### config.mk
export PLATFORM = sky130hd
export DESIGN_NAME = lattice_path_binomial_core
export DESIGN_NICKNAME = d
export VERILOG_FILES = /design/src/design/lpb_pkg.sv /design/src/design/lattice_path_binomial_core.sv
export SDC_FILE = /design/constraint.sdc
export NUM_CORES = 1
export LEC_CHECK = 0
export BUFFER_PORTS_ARGS = -buffer_cell sky130_fd_sc_hd__buf_2
export CAP_MARGIN = 20
export CORE_UTILIZATION = 45
export CTS_BUF_LIST = sky130_fd_sc_hd__clkbuf_16
export CTS_CLUSTER_DIAMETER = 30
export DETAILED_ROUTE_END_ITERATION = 10
export PLACE_DENSITY = 0.67
export SYNTH_ARGS = -nofsm -noshare
export SYNTH_HDL_FRONTEND = slang
export SYNTH_SLANG_ARGS = --single-unit
export TNS_END_PERCENT = 100
### constraint.sdc
create_clock -name i_clk -period 8.75 [get_ports i_clk]
set_input_delay 1.75 -clock i_clk [delete_from_list [all_inputs] [get_ports i_clk]]
set_output_delay 1.75 -clock i_clk [all_outputs]
set_load 0.03 [all_outputs]
### src/design/lpb_pkg.sv
package lpb_pkg;

    // Width of each step count on the input side.
    localparam int STEP_W = 5;

    // Width of the result field.
    localparam int COUNT_W = 59;

    // Width of the running product and quotient. Every intermediate value fits here.
    localparam int ACC_W = 64;

    // Default for the largest step count that is accepted on either input.
    localparam int MAX_STEPS_DEF = 31;

endpackage

### src/design/lattice_path_binomial_core.sv
// This core counts the monotone lattice paths through a grid of steps_right by steps_down
// steps, which is the binomial coefficient C(right+down, right). It runs one request at a
// time. It starts from one, and for i = 1..right it multiplies the running value by
// (n+1-i), where n = right+down, and then divides it exactly by i. A six-bit multiplier
// does each multiply. The divide runs on a restoring divider that makes one quotient bit
// per cycle. A request with zero right steps goes straight to the done state with a
// result of one. Each step count is clamped to MAX_STEPS. The input is not ready while a
// request is in work. A finished result waits in the output register until its beat is
// taken. The core takes the next request during that wait. No state is kept from one
// request to the next.
module lattice_path_binomial_core #(
    parameter int MAX_STEPS = lpb_pkg::MAX_STEPS_DEF
) (
    input  logic                         i_clk,
    input  logic                         i_rst_n,
    input  logic                         i_in_valid,
    output logic                         o_in_ready,
    input  logic [lpb_pkg::STEP_W-1:0]   i_steps_right,
    input  logic [lpb_pkg::STEP_W-1:0]   i_steps_down,
    output logic                         o_out_valid,
    input  logic                         i_out_ready,
    output logic [lpb_pkg::COUNT_W-1:0]  o_path_count
);
    import lpb_pkg::*;

    localparam int N_W   = STEP_W + 1;
    localparam int CNT_W = $clog2(ACC_W);

    // Sequencer states.
    localparam logic [1:0] ST_IDLE = 2'd0;
    localparam logic [1:0] ST_MUL  = 2'd1;
    localparam logic [1:0] ST_DIV  = 2'd2;
    localparam logic [1:0] ST_DONE = 2'd3;

    logic [1:0]         r_state, n_state;
    logic [STEP_W-1:0]  r_k, n_k;          // right steps, the number of passes
    logic [N_W-1:0]     r_n, n_n;          // total steps
    logic [STEP_W-1:0]  r_i, n_i;          // current pass index, also the divisor
    logic [ACC_W-1:0]   r_acc, n_acc;      // running value; the quotient shifts in here
    logic [STEP_W-1:0]  r_rem, n_rem;      // partial remainder, always below the divisor
    logic [CNT_W-1:0]   r_cnt, n_cnt;      // quotient bits still to produce, less one
    logic               r_out_valid, n_out_valid;
    logic [COUNT_W-1:0] r_path_count, n_path_count;

    logic [STEP_W-1:0]  w_right;
    logic [STEP_W-1:0]  w_down;
    logic [N_W-1:0]     w_factor;
    logic [ACC_W-1:0]   w_prod;
    logic [N_W-1:0]     w_trial;
    logic [N_W-1:0]     w_diff;
    logic               w_qbit;
    logic               w_take;

    function automatic logic [STEP_W-1:0] clamp_steps(input logic [STEP_W-1:0] v);
        logic [STEP_W-1:0] r;
        r = v;
        if (int'(v) > MAX_STEPS) begin
            r = STEP_W'(MAX_STEPS);
        end
        return r;
    endfunction

    assign w_right = clamp_steps(i_steps_right);
    assign w_down  = clamp_steps(i_steps_down);

    // The multiplier factor is n+1-i. It is at least down+1 and at most 62.
    assign w_factor = N_W'(({1'b0, r_n} + (N_W + 1)'(1)) - (N_W + 1)'(r_i));
    assign w_prod   = r_acc * ACC_W'(w_factor);

    // One restoring divide step. It brings the next dividend bit into the remainder.
    assign w_trial = {r_rem, r_acc[ACC_W-1]};
    assign w_diff  = w_trial - {1'b0, r_i};
    assign w_qbit  = (w_trial >= {1'b0, r_i});

    assign w_take = (r_state == ST_IDLE) && i_in_valid;

    always_comb begin
        n_state      = r_state;
        n_k          = r_k;
        n_n          = r_n;
        n_i          = r_i;
        n_acc        = r_acc;
        n_rem        = r_rem;
        n_cnt        = r_cnt;
        n_out_valid  = r_out_valid && !i_out_ready;
        n_path_count = r_path_count;

        unique case (r_state)
            ST_IDLE: begin
                if (w_take) begin
                    n_k   = w_right;
                    n_n   = {1'b0, w_right} + {1'b0, w_down};
                    n_i   = STEP_W'(1);
                    n_acc = ACC_W'(1);
                    if (w_right == '0) begin
                        n_state = ST_DONE;
                    end else begin
                        n_state = ST_MUL;
                    end
                end
            end
            ST_MUL: begin
                n_acc   = w_prod;
                n_rem   = '0;
                n_cnt   = CNT_W'(ACC_W - 1);
                n_state = ST_DIV;
            end
            ST_DIV: begin
                n_acc = {r_acc[ACC_W-2:0], w_qbit};
                n_rem = w_qbit ? w_diff[STEP_W-1:0] : w_trial[STEP_W-1:0];
                n_cnt = r_cnt - CNT_W'(1);
                if (r_cnt == '0) begin
                    if (r_i == r_k) begin
                        n_state = ST_DONE;
                    end else begin
                        n_i     = r_i + STEP_W'(1);
                        n_state = ST_MUL;
                    end
                end
            end
            ST_DONE: begin
                // Load the result once the output register is free or is being emptied.
                if (!r_out_valid || i_out_ready) begin
                    n_out_valid  = 1'b1;
                    n_path_count = r_acc[COUNT_W-1:0];
                    n_state      = ST_IDLE;
                end
            end
            default: begin
                n_state = ST_IDLE;
            end
        endcase
    end

    always_ff @(posedge i_clk) begin
        if (!i_rst_n) begin
            r_state     <= ST_IDLE;
            r_out_valid <= 1'b0;
        end else begin
            r_state     <= n_state;
            r_out_valid <= n_out_valid;
        end
    end

    always_ff @(posedge i_clk) begin
        r_k          <= n_k;
        r_n          <= n_n;
        r_i          <= n_i;
        r_acc        <= n_acc;
        r_rem        <= n_rem;
        r_cnt        <= n_cnt;
        r_path_count <= n_path_count;
    end

    assign o_in_ready   = (r_state == ST_IDLE);
    assign o_out_valid  = r_out_valid;
    assign o_path_count = r_path_count;

endmodule

==> impl_results.html, run 1 <==
<table>
<tr><th>Metric</th><th>Value</th></tr>
<tr><th colspan="2">STA</th></tr>
<tr><td>Relative slew margins</td><td>0.2803</td></tr>
<tr><td>Setup-failing EPs final</td><td>0</td></tr>
<tr><td>Fmax achieved</td><td>around 140 MHz</td></tr>
<tr><td>Sum of negative setup slack</td><td>0 ps</td></tr>
<tr><td>Share of the cycle needed by the critical path after routing</td><td>0.8331</td></tr>
<tr><td>Final Critical Period</td><td>7290 ps</td></tr>
<tr><td>Unrepaired setup endpoints after global routing</td><td>false</td></tr>
<tr><td>Worst Max-Slew Pin Slew</td><td>about 1100 ps</td></tr>
<tr><td>Worst setup skew after layout</td><td>approximately 17 ps</td></tr>
<tr><td>Final slew viol count</td><td>0</td></tr>
<tr><td>Worst hold slack after final layout</td><td>around 600 ps</td></tr>
<tr><td>Count of endpoints failing hold in the final timing report</td><td>0</td></tr>
<tr><th colspan="2">Final layout</th></tr>
<tr><td>Final cell area excluding filler cells</td><td>slightly below 20000 um2</td></tr>
<tr><td>Share of post-route cells with drive strength above 1</td><td>0.07800</td></tr>
<tr><td>Number of inserted diodes</td><td>0</td></tr>
<tr><td>Layout filler cell count</td><td>3689</td></tr>
<tr><td>Area grow syn2layout</td><td>8.034%</td></tr>
<tr><td>Total number of nets in the final design</td><td>2257</td></tr>
<tr><td>Final non-filler cell total</td><td>2441</td></tr>
<tr><th colspan="2">Clock tree</th></tr>
<tr><td>Count of H-tree levels built during CTS</td><td>4</td></tr>
<tr><td>TritonCTS buffer count</td><td>17</td></tr>
<tr><td>Clock tree from TritonCTS</td><td>yes</td></tr>
<tr><td>Clock root cell</td><td>sky130_fd_sc_hd__clkbuf_16</td></tr>
<tr><td>Post-CTS sizing</td><td>0</td></tr>
<tr><td>Buffers from clock root to sink, at most</td><td>2</td></tr>
<tr><td>Clock transition time at the flip-flop clock pins of the worst setup and hold paths</td><td>approximately 80 ps</td></tr>
<tr><td>Count of hold-fix buffers inserted at cts</td><td>0</td></tr>
<tr><td>Worst skew pair latency</td><td>between 400 and 500 ps</td></tr>
<tr><td>Number of clock sinks</td><td>153</td></tr>
<tr><td>Buffer count from post-CTS setup fixing</td><td>0</td></tr>
<tr><th colspan="2">Yosys</th></tr>
<tr><td>Leading cell types by total area after synthesis</td><td>sky130_fd_sc_hd__fa_1 (27%), sky130_fd_sc_hd__edfxtp_1 (25%), sky130_fd_sc_hd__and2_1 (6.6%), sky130_fd_sc_hd__ha_1 (6.5%), sky130_fd_sc_hd__inv_1 (5.8%)</td></tr>
<tr><td>Gate Count Post-Synth</td><td>1886</td></tr>
<tr><td>Sequential-to-total area share from yosys stat</td><td>0.2553</td></tr>
<tr><td>Synth cell types</td><td>66</td></tr>
<tr><td>Synthesis Warnings</td><td>0</td></tr>
<tr><td>Post-synthesis cell area</td><td>approximately 18000 um2</td></tr>
<tr><td>Synthesized netlist net count</td><td>approximately 2200</td></tr>
<tr><td>Average cell area after synthesis</td><td>9.480 um2</td></tr>
<tr><td>Commonest register cell after synthesis</td><td>sky130_fd_sc_hd__edfxtp_1</td></tr>
<tr><td>Most frequent cell after synthesis</td><td>sky130_fd_sc_hd__inv_1</td></tr>
<tr><td>Post-synth top cells</td><td>sky130_fd_sc_hd__inv_1 (276), sky130_fd_sc_hd__nand2_1 (274), sky130_fd_sc_hd__fa_1 (240), sky130_fd_sc_hd__and2_1 (190), sky130_fd_sc_hd__edfxtp_1 (150)</td></tr>
<tr><td>Post-synthesis async set-or-reset flop share</td><td>0</td></tr>
<tr><td>Flops &amp; latches, synth</td><td>153</td></tr>
<tr><td>Number of enable-type register cells in the synthesized netlist</td><td>150</td></tr>
<tr><td>Most area-hungry cell type in the Yosys netlist</td><td>sky130_fd_sc_hd__fa_1</td></tr>
<tr><td>Fraction of post-synthesis cell area in the top cell type by area</td><td>0.2687</td></tr>
<tr><th colspan="2">Setup path</th></tr>
<tr><td>Register-to-Register Path Depth</td><td>24</td></tr>
<tr><td>Max FO, Critical Path</td><td>35</td></tr>
<tr><td>Critical path endpoint category</td><td>register</td></tr>
<tr><td>Critical path startpoint category</td><td>register</td></tr>
<tr><td>Data required, critical path</td><td>8950 ps</td></tr>
<tr><td>Type of the setup path with the least slack</td><td>register to register</td></tr>
<tr><td>Critical R2R Capture</td><td>r_acc[63]$_DFFE_PP_</td></tr>
<tr><td>Critical register-to-register path startpoint</td><td>r_i[1]$_SDFFCE_PN0P_</td></tr>
<tr><td>Data arrival time of the critical path</td><td>7490 ps</td></tr>
<tr><td>Cells along the critical path</td><td>ha_1, inv_1, ha_2, fa_2, a21o_1, a21oi_1, xnor2_2, buf_4, and2_1, fa_1, inv_1, fa_1, fa_1, inv_1, ha_1, a21o_1, a31o_1, o2111ai_1, a211o_1, a31oi_4, a311oi_1, o21ai_1, xnor2_1, o21ai_1</td></tr>
<tr><td>Delay contributed by the slowest stage of the critical path</td><td>850 ps</td></tr>
<tr><td>Critical-path cell with the highest stage delay</td><td>sky130_fd_sc_hd__xnor2_2</td></tr>
<tr><td>Register-to-Register Setup Slack</td><td>1460 ps</td></tr>
<tr><th colspan="2">GRT</th></tr>
<tr><td>Antenna violations before repair</td><td>0</td></tr>
<tr><td>Via count of the first global-routing pass</td><td>14165</td></tr>
<tr><td>All-Layer GR Usage</td><td>0.2279</td></tr>
<tr><td>Maximum number of pins on one net before global-route repair</td><td>65</td></tr>
<tr><td>Wire length of the first global-routing pass</td><td>73770 um</td></tr>
<tr><td>Grt total ovfl</td><td>0</td></tr>
<tr><th colspan="2">Floorplanning</th></tr>
<tr><td>Die extent in x</td><td>201.3 um</td></tr>
<tr><td>Number of placed I/O pins</td><td>75</td></tr>
<tr><td>Placement Rows</td><td>72</td></tr>
<tr><td>Die height</td><td>201.3 um</td></tr>
<tr><td>Die Area</td><td>40530 um2</td></tr>
<tr><td>Floorplan Core Area</td><td>38920 um2</td></tr>
<tr><td>Initial standard-cell utilization of the core</td><td>0.4594</td></tr>
<tr><th colspan="2">Worst hold path</th></tr>
<tr><td>Classification of the worst-slack hold path</td><td>register to register</td></tr>
<tr><td>Hold Startpoint</td><td>r_state[1]$_SDFFE_PN0P_</td></tr>
<tr><td>Cell depth of the worst min-delay path</td><td>2</td></tr>
<tr><td>Endpoint of the worst hold-timing path</td><td>r_state[1]$_SDFFE_PN0P_</td></tr>
<tr><th colspan="2">Routing</th></tr>
<tr><td>Antenna-violating nets left</td><td>0</td></tr>
<tr><td>Post-route DRC violation count</td><td>0</td></tr>
<tr><td>Detailed-route wire length per cell</td><td>between 15 and 20 um</td></tr>
<tr><td>Number of violations reported at the end of detailed-routing iteration 0</td><td>954</td></tr>
<tr><td>Number of iterations in the first detailed-routing pass</td><td>5</td></tr>
<tr><td>Post-detailed-route via-to-cell ratio</td><td>5.496</td></tr>
<tr><td>DR vias</td><td>about 13000</td></tr>
<tr><td>Wire length reported by the detailed router</td><td>43730 um</td></tr>
<tr><th colspan="2">Job</th></tr>
<tr><td>Max-cap violations</td><td>0</td></tr>
<tr><th colspan="2">Placement</th></tr>
<tr><td>Number of input and output port buffers inserted</td><td>74</td></tr>
<tr><td>Placed cell count</td><td>between 2000 and 2500</td></tr>
<tr><td>Placed inst area</td><td>18730 um2</td></tr>
<tr><td>DPL Wire Length</td><td>31930 um</td></tr>
<tr><td>RD Place Congestion</td><td>0.8989</td></tr>
<tr><th colspan="2">Outcome</th></tr>
<tr><td>Result of the run</td><td>finished, final reports clean</td></tr>
</table>
-- flip-flops by register name, indices dropped and copies added, names as in the netlist --
name and cells:
o_out_valid 1, r_k 5, r_i 5, r_cnt 6, r_acc 64, r_n 6
r_rem 5, o_path_count 59, r_state 2
-- worst max path at each step --
stage	from	depth (start not counted)	to
3_5_place_dp	r_i[1]$_SDFFCE_PN0P_	23	r_acc[56]$_DFFE_PP_
6_report	r_i[1]$_SDFFCE_PN0P_	24	r_acc[63]$_DFFE_PP_
2_1_floorplan	r_i[1]$_SDFFCE_PN0P_	25	r_acc[56]$_DFFE_PP_
3_3_place_gp	r_i[1]$_SDFFCE_PN0P_	24	r_acc[63]$_DFFE_PP_
5_1_grt	r_i[1]$_SDFFCE_PN0P_	23	r_acc[62]$_DFFE_PP_
4_1_cts	r_i[1]$_SDFFCE_PN0P_	23	r_acc[56]$_DFFE_PP_
-- critical path, delay by kind of cell (launching register included) --
family,cells,cell delay (ps)
AO/OA/AOI/OAI,10,2030
XOR/XNOR,2,1020
adder cells (fa/ha/maj),7,2530
buffers and inverters,4,690
flip-flops,1,500
AND/OR/NAND/NOR,1,220
-- final cells by class --
cell class | count | area (um2) | area share
Sequential cell | 153 | 4564 | 0.2363
Multi-Input combinational cell | 1374 | 12010 | 0.6219
Timing Repair Buffer | 87 | 467.9 | 0.02423
Inverter | 277 | 1040 | 0.05383
Tap cell | 518 | 648.1 | 0.03356
Clock buffer | 17 | 425.4 | 0.02202
Clock inverter | 15 | 156.4 | 0.008097
-- cell usage in the layout, fill, tap and decap left out, types with 6 or more instances in the layout --
cell type,n
sky130_fd_sc_hd__a211oi_1,6
sky130_fd_sc_hd__a21o_1,26
sky130_fd_sc_hd__a21oi_1,84
sky130_fd_sc_hd__a22oi_1,31
sky130_fd_sc_hd__a31oi_1,6
sky130_fd_sc_hd__and2_1,190
sky130_fd_sc_hd__and3_1,8
sky130_fd_sc_hd__buf_2,74
sky130_fd_sc_hd__buf_4,13
sky130_fd_sc_hd__clkbuf_16,17
sky130_fd_sc_hd__edfxtp_1,150
sky130_fd_sc_hd__fa_1,239
sky130_fd_sc_hd__ha_1,90
sky130_fd_sc_hd__inv_1,276
sky130_fd_sc_hd__inv_6,6
sky130_fd_sc_hd__nand2_1,274
sky130_fd_sc_hd__nand2b_1,11
sky130_fd_sc_hd__nand3_1,21
sky130_fd_sc_hd__nand4_1,22
sky130_fd_sc_hd__nor2_1,50
sky130_fd_sc_hd__nor2b_1,41
sky130_fd_sc_hd__nor3_1,16
sky130_fd_sc_hd__o21a_1,11
sky130_fd_sc_hd__o21ai_0,46
sky130_fd_sc_hd__o21ai_1,30
sky130_fd_sc_hd__o21bai_1,8
sky130_fd_sc_hd__or3_1,6
sky130_fd_sc_hd__xnor2_1,51
sky130_fd_sc_hd__xor2_1,25
-- kinds of logic (layout without fill, tap and decap cells) --
family | Yosys count | after routing | share of synthesized area
AND/OR/NAND/NOR | 656 | 656 | 0.1827
XOR/XNOR | 79 | 79 | 0.03870
multiplexers | 2 | 2 | 0.001120
flip-flops | 153 | 153 | 0.2553
adder cells (fa/ha/maj) | 333 | 333 | 0.3338
AO/OA/AOI/OAI | 304 | 304 | 0.1120
buffers and inverters | 359 | 396 | 0.07628
-- routing by layer --
layer | share of wire | wire [um] | global-route usage
met2 | 0.47 | 20530 | 0.3634
met3 | 0.054 | 2371 | 0.03563
met5 | 0 | 0 | 0
met1 | 0.45 | 19820 | 0.3157
met4 | 0.023 | 1011 | 0.07927
-- stage by stage --
stage               worst slack (ps)    util
floorplan                       2437       -
global route                    1031  0.4963
detailed placement              1438  0.4814
global placement                1629  0.4814
CTS                             1436  0.4963
finish                          1460  0.4963
Power of run 1 is not shown: default switching activity piles up to over one toggle a cycle in this logic, so the estimate is an artifact.
==> run 2: changes to the inputs <==
Clock period 8.75 ns to 7.48 ns, I/O delays scaled along.
==> impl_results.html, run 2 (same netlist as run 1, synthesis figures left out) <==
<table>
<tr><th>Metric</th><th>Value</th></tr>
<tr><th colspan="2">Outcome</th></tr>
<tr><td>Result of the run</td><td>finished, final reports clean</td></tr>
<tr><th colspan="2">Clock tree</th></tr>
<tr><td>Buffers from clock root to sink, at most</td><td>2</td></tr>
<tr><td>Count of H-tree levels built during CTS</td><td>4</td></tr>
<tr><td>TritonCTS buffer count</td><td>17</td></tr>
<tr><td>Clock tree from TritonCTS</td><td>yes</td></tr>
<tr><td>Worst skew pair latency</td><td>around 470 ps</td></tr>
<tr><td>Post-CTS sizing</td><td>0</td></tr>
<tr><td>Buffer count from post-CTS setup fixing</td><td>0</td></tr>
<tr><td>Count of hold-fix buffers inserted at cts</td><td>0</td></tr>
<tr><td>Clock root cell</td><td>sky130_fd_sc_hd__clkbuf_16</td></tr>
<tr><td>Clock transition time at the flip-flop clock pins of the worst setup and hold paths</td><td>70 ps</td></tr>
<tr><td>Number of clock sinks</td><td>153</td></tr>
<tr><th colspan="2">GRT</th></tr>
<tr><td>Antenna violations before repair</td><td>0</td></tr>
<tr><td>Via count of the first global-routing pass</td><td>~14000</td></tr>
<tr><td>Grt total ovfl</td><td>0</td></tr>
<tr><td>All-Layer GR Usage</td><td>0.2294</td></tr>
<tr><td>Maximum number of pins on one net before global-route repair</td><td>65</td></tr>
<tr><td>Wire length of the first global-routing pass</td><td>74580 um</td></tr>
<tr><th colspan="2">Routing</th></tr>
<tr><td>Detailed-route wire length per cell</td><td>roughly 18 um</td></tr>
<tr><td>Post-detailed-route via-to-cell ratio</td><td>around 5.5</td></tr>
<tr><td>Antenna-violating nets left</td><td>0</td></tr>
<tr><td>Number of violations reported at the end of detailed-routing iteration 0</td><td>approximately 900</td></tr>
<tr><td>DR vias</td><td>~13000</td></tr>
<tr><td>Number of iterations in the first detailed-routing pass</td><td>5</td></tr>
<tr><td>Post-route DRC violation count</td><td>0</td></tr>
<tr><td>Wire length reported by the detailed router</td><td>between 40000 and 50000 um</td></tr>
<tr><th colspan="2">Placement</th></tr>
<tr><td>Number of input and output port buffers inserted</td><td>74</td></tr>
<tr><td>RD Place Congestion</td><td>0.9264</td></tr>
<tr><td>DPL Wire Length</td><td>32720 um</td></tr>
<tr><td>Placed cell count</td><td>2417</td></tr>
<tr><th colspan="2">Floorplanning</th></tr>
<tr><td>Number of placed I/O pins</td><td>75</td></tr>
<tr><td>Die Area</td><td>between 40000 and 50000 um2</td></tr>
<tr><td>Floorplan Core Area</td><td>38920 um2</td></tr>
<tr><td>Placement Rows</td><td>72</td></tr>
<tr><td>Initial standard-cell utilization of the core</td><td>0.4594</td></tr>
<tr><td>Die height</td><td>201.3 um</td></tr>
<tr><td>Die extent in x</td><td>201.3 um</td></tr>
<tr><th colspan="2">STA</th></tr>
<tr><td>Fmax achieved</td><td>roughly 140 MHz</td></tr>
<tr><td>Count of endpoints failing hold in the final timing report</td><td>0</td></tr>
<tr><td>Final Critical Period</td><td>6968 ps</td></tr>
<tr><td>Worst Max-Slew Pin Slew</td><td>1023 ps</td></tr>
<tr><td>Share of the cycle needed by the critical path after routing</td><td>0.9315</td></tr>
<tr><td>Worst setup skew after layout</td><td>13.75 ps</td></tr>
<tr><td>Unrepaired setup endpoints after global routing</td><td>false</td></tr>
<tr><td>Sum of negative setup slack</td><td>0 ps</td></tr>
<tr><td>Final slew viol count</td><td>0</td></tr>
<tr><td>Relative slew margins</td><td>0.3183</td></tr>
<tr><td>Setup-failing EPs final</td><td>0</td></tr>
<tr><td>Worst hold slack after final layout</td><td>just under 600 ps</td></tr>
<tr><th colspan="2">Final layout</th></tr>
<tr><td>Most common cell after layout, fill and taps aside</td><td>sky130_fd_sc_hd__inv_1</td></tr>
<tr><td>Number of inserted diodes</td><td>0</td></tr>
<tr><td>Area grow syn2layout</td><td>8.517%</td></tr>
<tr><td>Commonest cells after routing, fill and taps aside</td><td>sky130_fd_sc_hd__inv_1 (277), sky130_fd_sc_hd__nand2_1 (274), sky130_fd_sc_hd__fa_1 (239), sky130_fd_sc_hd__and2_1 (190), sky130_fd_sc_hd__edfxtp_1 (150)</td></tr>
<tr><td>Total number of nets in the final design</td><td>2265</td></tr>
<tr><td>Share of post-route cells with drive strength above 1</td><td>0.07923</td></tr>
<tr><td>Number of flip-flops under the largest register name</td><td>64</td></tr>
<tr><td>Largest register by flop count</td><td>r_acc</td></tr>
<tr><td>Final non-filler cell total</td><td>2449</td></tr>
<tr><th colspan="2">Setup path</th></tr>
<tr><td>Data required, critical path</td><td>7670 ps</td></tr>
<tr><td>Data arrival time of the critical path</td><td>7160 ps</td></tr>
<tr><td>Max FO, Critical Path</td><td>31</td></tr>
<tr><td>Critical path startpoint category</td><td>register</td></tr>
<tr><td>Type of the setup path with the least slack</td><td>register to register</td></tr>
<tr><td>Critical path endpoint category</td><td>register</td></tr>
<tr><th colspan="2">Job</th></tr>
<tr><td>Max-cap violations</td><td>0</td></tr>
<tr><th colspan="2">Worst hold path</th></tr>
<tr><td>Classification of the worst-slack hold path</td><td>register to register</td></tr>
</table>
==> run 2: cell count changes in the layout (fill, tap and decap cells not counted), sizes merged <==
| cell | change |
|---|---|
| bufinv | +3 |
| buf | +8 |
| clkinvlp | +3 |
| inv | -6 |
==> run 2: stage by stage <==
| step | util | setup WS (ps) | area, um2 |
|---|---|---|---|
| 3_3_place_gp | 0.4829 | 713.7 | 18790 |
| 5_1_grt | 0.4985 | 110.9 | 19400 |
| 2_1_floorplan | - | 1167 | 17880 |
| 6_report | 0.4985 | 512.1 | 19400 |
| 3_5_place_dp | 0.4829 | 551.6 | 18790 |
| 4_1_cts | 0.4985 | 546.0 | 19400 |
==> run 2: area by class of cell <==
type,instances,area (um2)
Sequential cell,153,4564
Fill cell,3597,19520
Clock inverter,15,182.7
Tap cell,518,648.1
Multi-Input combinational cell,1374,12010
Timing Repair Buffer,95,528.0
Inverter,277,1040
Clock buffer,17,425.4
==> run 2: final timing paths <==
path	slack, ps	end	from	depth (start not counted)
hold reg to reg	590	r_state[1]$_SDFFE_PN0P_	r_state[1]$_SDFFE_PN0P_	2
hold / removal	590	r_state[1]$_SDFFE_PN0P_	r_state[1]$_SDFFE_PN0P_	2
setup reg to reg	510	r_acc[62]$_DFFE_PP_	r_i[1]$_SDFFCE_PN0P_	25
setup / recovery	510	r_acc[62]$_DFFE_PP_	r_i[1]$_SDFFCE_PN0P_	25
==> run 2: critical path: stages, from the launching register on <==
cell and delay (ps):
sky130_fd_sc_hd__edfxtp_1 510, sky130_fd_sc_hd__ha_1 330, sky130_fd_sc_hd__inv_1 40, sky130_fd_sc_hd__ha_2 180, sky130_fd_sc_hd__fa_2 440, sky130_fd_sc_hd__a21o_1 190, sky130_fd_sc_hd__a21oi_1 230, sky130_fd_sc_hd__xnor2_2 140
sky130_fd_sc_hd__buf_4 300, sky130_fd_sc_hd__buf_4 390, sky130_fd_sc_hd__and2_1 200, sky130_fd_sc_hd__fa_1 410, sky130_fd_sc_hd__inv_1 80, sky130_fd_sc_hd__fa_1 420, sky130_fd_sc_hd__fa_1 490, sky130_fd_sc_hd__inv_1 40
sky130_fd_sc_hd__ha_1 370, sky130_fd_sc_hd__a21oi_1 290, sky130_fd_sc_hd__nand2_1 80, sky130_fd_sc_hd__a221oi_1 370, sky130_fd_sc_hd__nand4_1 130, sky130_fd_sc_hd__a31oi_1 360, sky130_fd_sc_hd__o211ai_1 190, sky130_fd_sc_hd__o21ai_1 190
sky130_fd_sc_hd__mux2i_1 210, sky130_fd_sc_hd__o211ai_1 100
==> run 2: layer usage <==
layer,wire length (um),GRT usage
met1,19860,0.3102
met2,21290,0.3849
met3,2330,0.02996
met4,797,0.06737
met5,0,0
Power of run 2 is left out for the same reason.
==> run 3: changes to the inputs <==
Settings changed: PLACE_DENSITY 0.67 to default.
==> impl_results.html, run 3 (same netlist as run 1, synthesis figures left out) <==
<table>
<tr><th>Metric</th><th>Value</th></tr>
<tr><th colspan="2">Final layout</th></tr>
<tr><td>Area grow syn2layout</td><td>8.944%</td></tr>
<tr><td>Largest register by flop count</td><td>r_acc</td></tr>
<tr><td>Commonest cells after routing, fill and taps aside</td><td>sky130_fd_sc_hd__inv_1 (277), sky130_fd_sc_hd__nand2_1 (274), sky130_fd_sc_hd__fa_1 (239), sky130_fd_sc_hd__and2_1 (190), sky130_fd_sc_hd__edfxtp_1 (150)</td></tr>
<tr><td>Number of flip-flops under the largest register name</td><td>64</td></tr>
<tr><td>Most common cell after layout, fill and taps aside</td><td>sky130_fd_sc_hd__inv_1</td></tr>
<tr><td>Total number of nets in the final design</td><td>around 2300</td></tr>
<tr><td>Number of inserted diodes</td><td>0</td></tr>
<tr><td>Layout filler cell count</td><td>3679</td></tr>
<tr><td>Share of post-route cells with drive strength above 1</td><td>0.08458</td></tr>
<tr><th colspan="2">STA</th></tr>
<tr><td>Setup-failing EPs final</td><td>0</td></tr>
<tr><td>Final Critical Period</td><td>about 7000 ps</td></tr>
<tr><td>Final slew viol count</td><td>0</td></tr>
<tr><td>Share of the cycle needed by the critical path after routing</td><td>0.9405</td></tr>
<tr><td>Unrepaired setup endpoints after global routing</td><td>false</td></tr>
<tr><td>Fmax achieved</td><td>142.2 MHz</td></tr>
<tr><td>Worst setup skew after layout</td><td>12.82 ps</td></tr>
<tr><td>Relative slew margins</td><td>0.2891</td></tr>
<tr><td>Worst Max-Slew Pin Slew</td><td>about 1100 ps</td></tr>
<tr><td>Count of endpoints failing hold in the final timing report</td><td>0</td></tr>
<tr><td>Sum of negative setup slack</td><td>0 ps</td></tr>
<tr><th colspan="2">Placement</th></tr>
<tr><td>Number of input and output port buffers inserted</td><td>74</td></tr>
<tr><td>DPL Wire Length</td><td>32990 um</td></tr>
<tr><td>RD Place Congestion</td><td>0.8901</td></tr>
<tr><th colspan="2">Setup path</th></tr>
<tr><td>Critical path endpoint category</td><td>register</td></tr>
<tr><td>Max FO, Critical Path</td><td>30</td></tr>
<tr><td>Register-to-Register Path Depth</td><td>24</td></tr>
<tr><td>Critical register-to-register path startpoint</td><td>r_i[1]$_SDFFCE_PN0P_</td></tr>
<tr><td>Cells along the critical path</td><td>ha_1, inv_1, ha_2, fa_2, a21o_1, a21oi_1, xnor2_2, buf_4, and2_1, fa_1, inv_1, fa_1, fa_1, inv_1, ha_1, nand2_1, nor3_1, nand4_1, a211o_1, a31oi_4, a31oi_1, o21ai_2, xnor2_1, o21ai_1</td></tr>
<tr><td>Critical path startpoint category</td><td>register</td></tr>
<tr><td>Type of the setup path with the least slack</td><td>register to register</td></tr>
<tr><td>Data arrival time of the critical path</td><td>~7200 ps</td></tr>
<tr><td>Register-to-Register Setup Slack</td><td>450 ps</td></tr>
<tr><td>Data required, critical path</td><td>approximately 7700 ps</td></tr>
<tr><td>Critical R2R Capture</td><td>r_acc[59]$_DFFE_PP_</td></tr>
<tr><td>Delay contributed by the slowest stage of the critical path</td><td>510 ps</td></tr>
<tr><td>Critical-path cell with the highest stage delay</td><td>sky130_fd_sc_hd__edfxtp_1</td></tr>
<tr><th colspan="2">GRT</th></tr>
<tr><td>All-Layer GR Usage</td><td>0.2409</td></tr>
<tr><td>Maximum number of pins on one net before global-route repair</td><td>65</td></tr>
<tr><td>Met2 track demand over resource in global routing</td><td>0.3885</td></tr>
<tr><td>Wire length of the first global-routing pass</td><td>77290 um</td></tr>
<tr><td>Gr busiest metal</td><td>met2</td></tr>
<tr><td>Grt total ovfl</td><td>0</td></tr>
<tr><td>Via count of the first global-routing pass</td><td>14460</td></tr>
<tr><td>Met3 track demand over resource in global routing</td><td>0.02802</td></tr>
<tr><td>Global routing usage on met1</td><td>0.3411</td></tr>
<tr><td>Antenna violations before repair</td><td>0</td></tr>
<tr><th colspan="2">Clock tree</th></tr>
<tr><td>Number of clock sinks</td><td>153</td></tr>
<tr><td>TritonCTS buffer count</td><td>17</td></tr>
<tr><td>Post-CTS sizing</td><td>0</td></tr>
<tr><td>Clock transition time at the flip-flop clock pins of the worst setup and hold paths</td><td>~70 ps</td></tr>
<tr><td>Worst skew pair latency</td><td>approximately 470 ps</td></tr>
<tr><td>Count of hold-fix buffers inserted at cts</td><td>0</td></tr>
<tr><td>Buffer count from post-CTS setup fixing</td><td>0</td></tr>
<tr><td>Clock root cell</td><td>sky130_fd_sc_hd__clkbuf_16</td></tr>
<tr><td>Count of H-tree levels built during CTS</td><td>4</td></tr>
<tr><td>Clock tree from TritonCTS</td><td>yes</td></tr>
<tr><td>Buffers from clock root to sink, at most</td><td>2</td></tr>
<tr><th colspan="2">Floorplanning</th></tr>
<tr><td>Placement Rows</td><td>72</td></tr>
<tr><td>Number of placed I/O pins</td><td>75</td></tr>
<tr><td>Die height</td><td>201.3 um</td></tr>
<tr><td>Die Area</td><td>40530 um2</td></tr>
<tr><td>Die extent in x</td><td>201.3 um</td></tr>
<tr><td>Initial standard-cell utilization of the core</td><td>0.4594</td></tr>
<tr><td>Floorplan Core Area</td><td>38920 um2</td></tr>
<tr><th colspan="2">Outcome</th></tr>
<tr><td>Result of the run</td><td>finished, final reports clean</td></tr>
<tr><th colspan="2">Routing</th></tr>
<tr><td>Post-detailed-route via-to-cell ratio</td><td>around 5.4</td></tr>
<tr><td>Detailed-route wire length per cell</td><td>18.50 um</td></tr>
<tr><td>Wire length reported by the detailed router</td><td>45450 um</td></tr>
<tr><td>Post-route DRC violation count</td><td>0</td></tr>
<tr><td>Number of violations reported at the end of detailed-routing iteration 0</td><td>between 700 and 800</td></tr>
<tr><td>DR vias</td><td>13289</td></tr>
<tr><td>Number of iterations in the first detailed-routing pass</td><td>5</td></tr>
<tr><td>Antenna-violating nets left</td><td>0</td></tr>
<tr><th colspan="2">Worst hold path</th></tr>
<tr><td>Endpoint of the worst hold-timing path</td><td>r_state[1]$_SDFFE_PN0P_</td></tr>
<tr><td>Cell depth of the worst min-delay path</td><td>2</td></tr>
<tr><td>Hold Startpoint</td><td>r_state[1]$_SDFFE_PN0P_</td></tr>
<tr><td>Classification of the worst-slack hold path</td><td>register to register</td></tr>
<tr><th colspan="2">Job</th></tr>
<tr><td>Max-cap violations</td><td>0</td></tr>
</table>
-- run 3: critical path: cells and delay by family, from the launching register on --
family	cells	cell delay [ps]
flip-flops	1	510
AND/OR/NAND/NOR	4	870
AO/OA/AOI/OAI	7	1610
buffers and inverters	4	600
adder cells (fa/ha/maj)	7	2680
XOR/XNOR	2	450
-- run 3: worst max-delay path by stage --
stage                    startpoint                   to  slack (ps)  cells past startpoint
2_1_floorplan  r_i[1]$_SDFFCE_PN0P_  r_acc[56]$_DFFE_PP_        1170                     25
4_1_cts        r_i[1]$_SDFFCE_PN0P_  r_acc[59]$_DFFE_PP_         450                     24
3_3_place_gp   r_i[1]$_SDFFCE_PN0P_  r_acc[63]$_DFFE_PP_         560                     25
5_1_grt        r_i[1]$_SDFFCE_PN0P_  r_acc[59]$_DFFE_PP_          20                     24
3_5_place_dp   r_i[1]$_SDFFCE_PN0P_  r_acc[62]$_DFFE_PP_         470                     24
6_report       r_i[1]$_SDFFCE_PN0P_  r_acc[59]$_DFFE_PP_         450                     24
-- run 3: final cells by class --
type / instances / area, um2 / share of cell area
Clock buffer: 17 / 425.4 / 0.02184
Clock inverter: 15 / 198.9 / 0.01021
Inverter: 277 / 1040 / 0.05338
Multi-Input combinational cell: 1374 / 12010 / 0.6168
Sequential cell: 153 / 4564 / 0.2343
Tap cell: 518 / 648.1 / 0.03328
Timing Repair Buffer: 103 / 588.1 / 0.03019
-- run 3: stage by stage --
step                cells  utilization  instance area, um2  setup WS (ps)  hold WS, ps
floorplan            1886            -               17880           1167        528.3
global placement     2425       0.4844               18850          560.6        577.5
detailed placement   2425       0.4844               18850          467.6        587.1
CTS                  2457       0.5005               19480          446.1        598.0
global route         2457       0.5005               19480          16.22        648.6
finish               2457       0.5005               19480          445.3        593.0
-- run 3: layer usage --
layer  part of all wire  vias to the layer above
met5                  0                        -
met4              0.017                        0
met3              0.039                       42
met2               0.47                      276
met1               0.47                     6777
li1                   -                     6194
Power of run 3 is left out for the same reason.
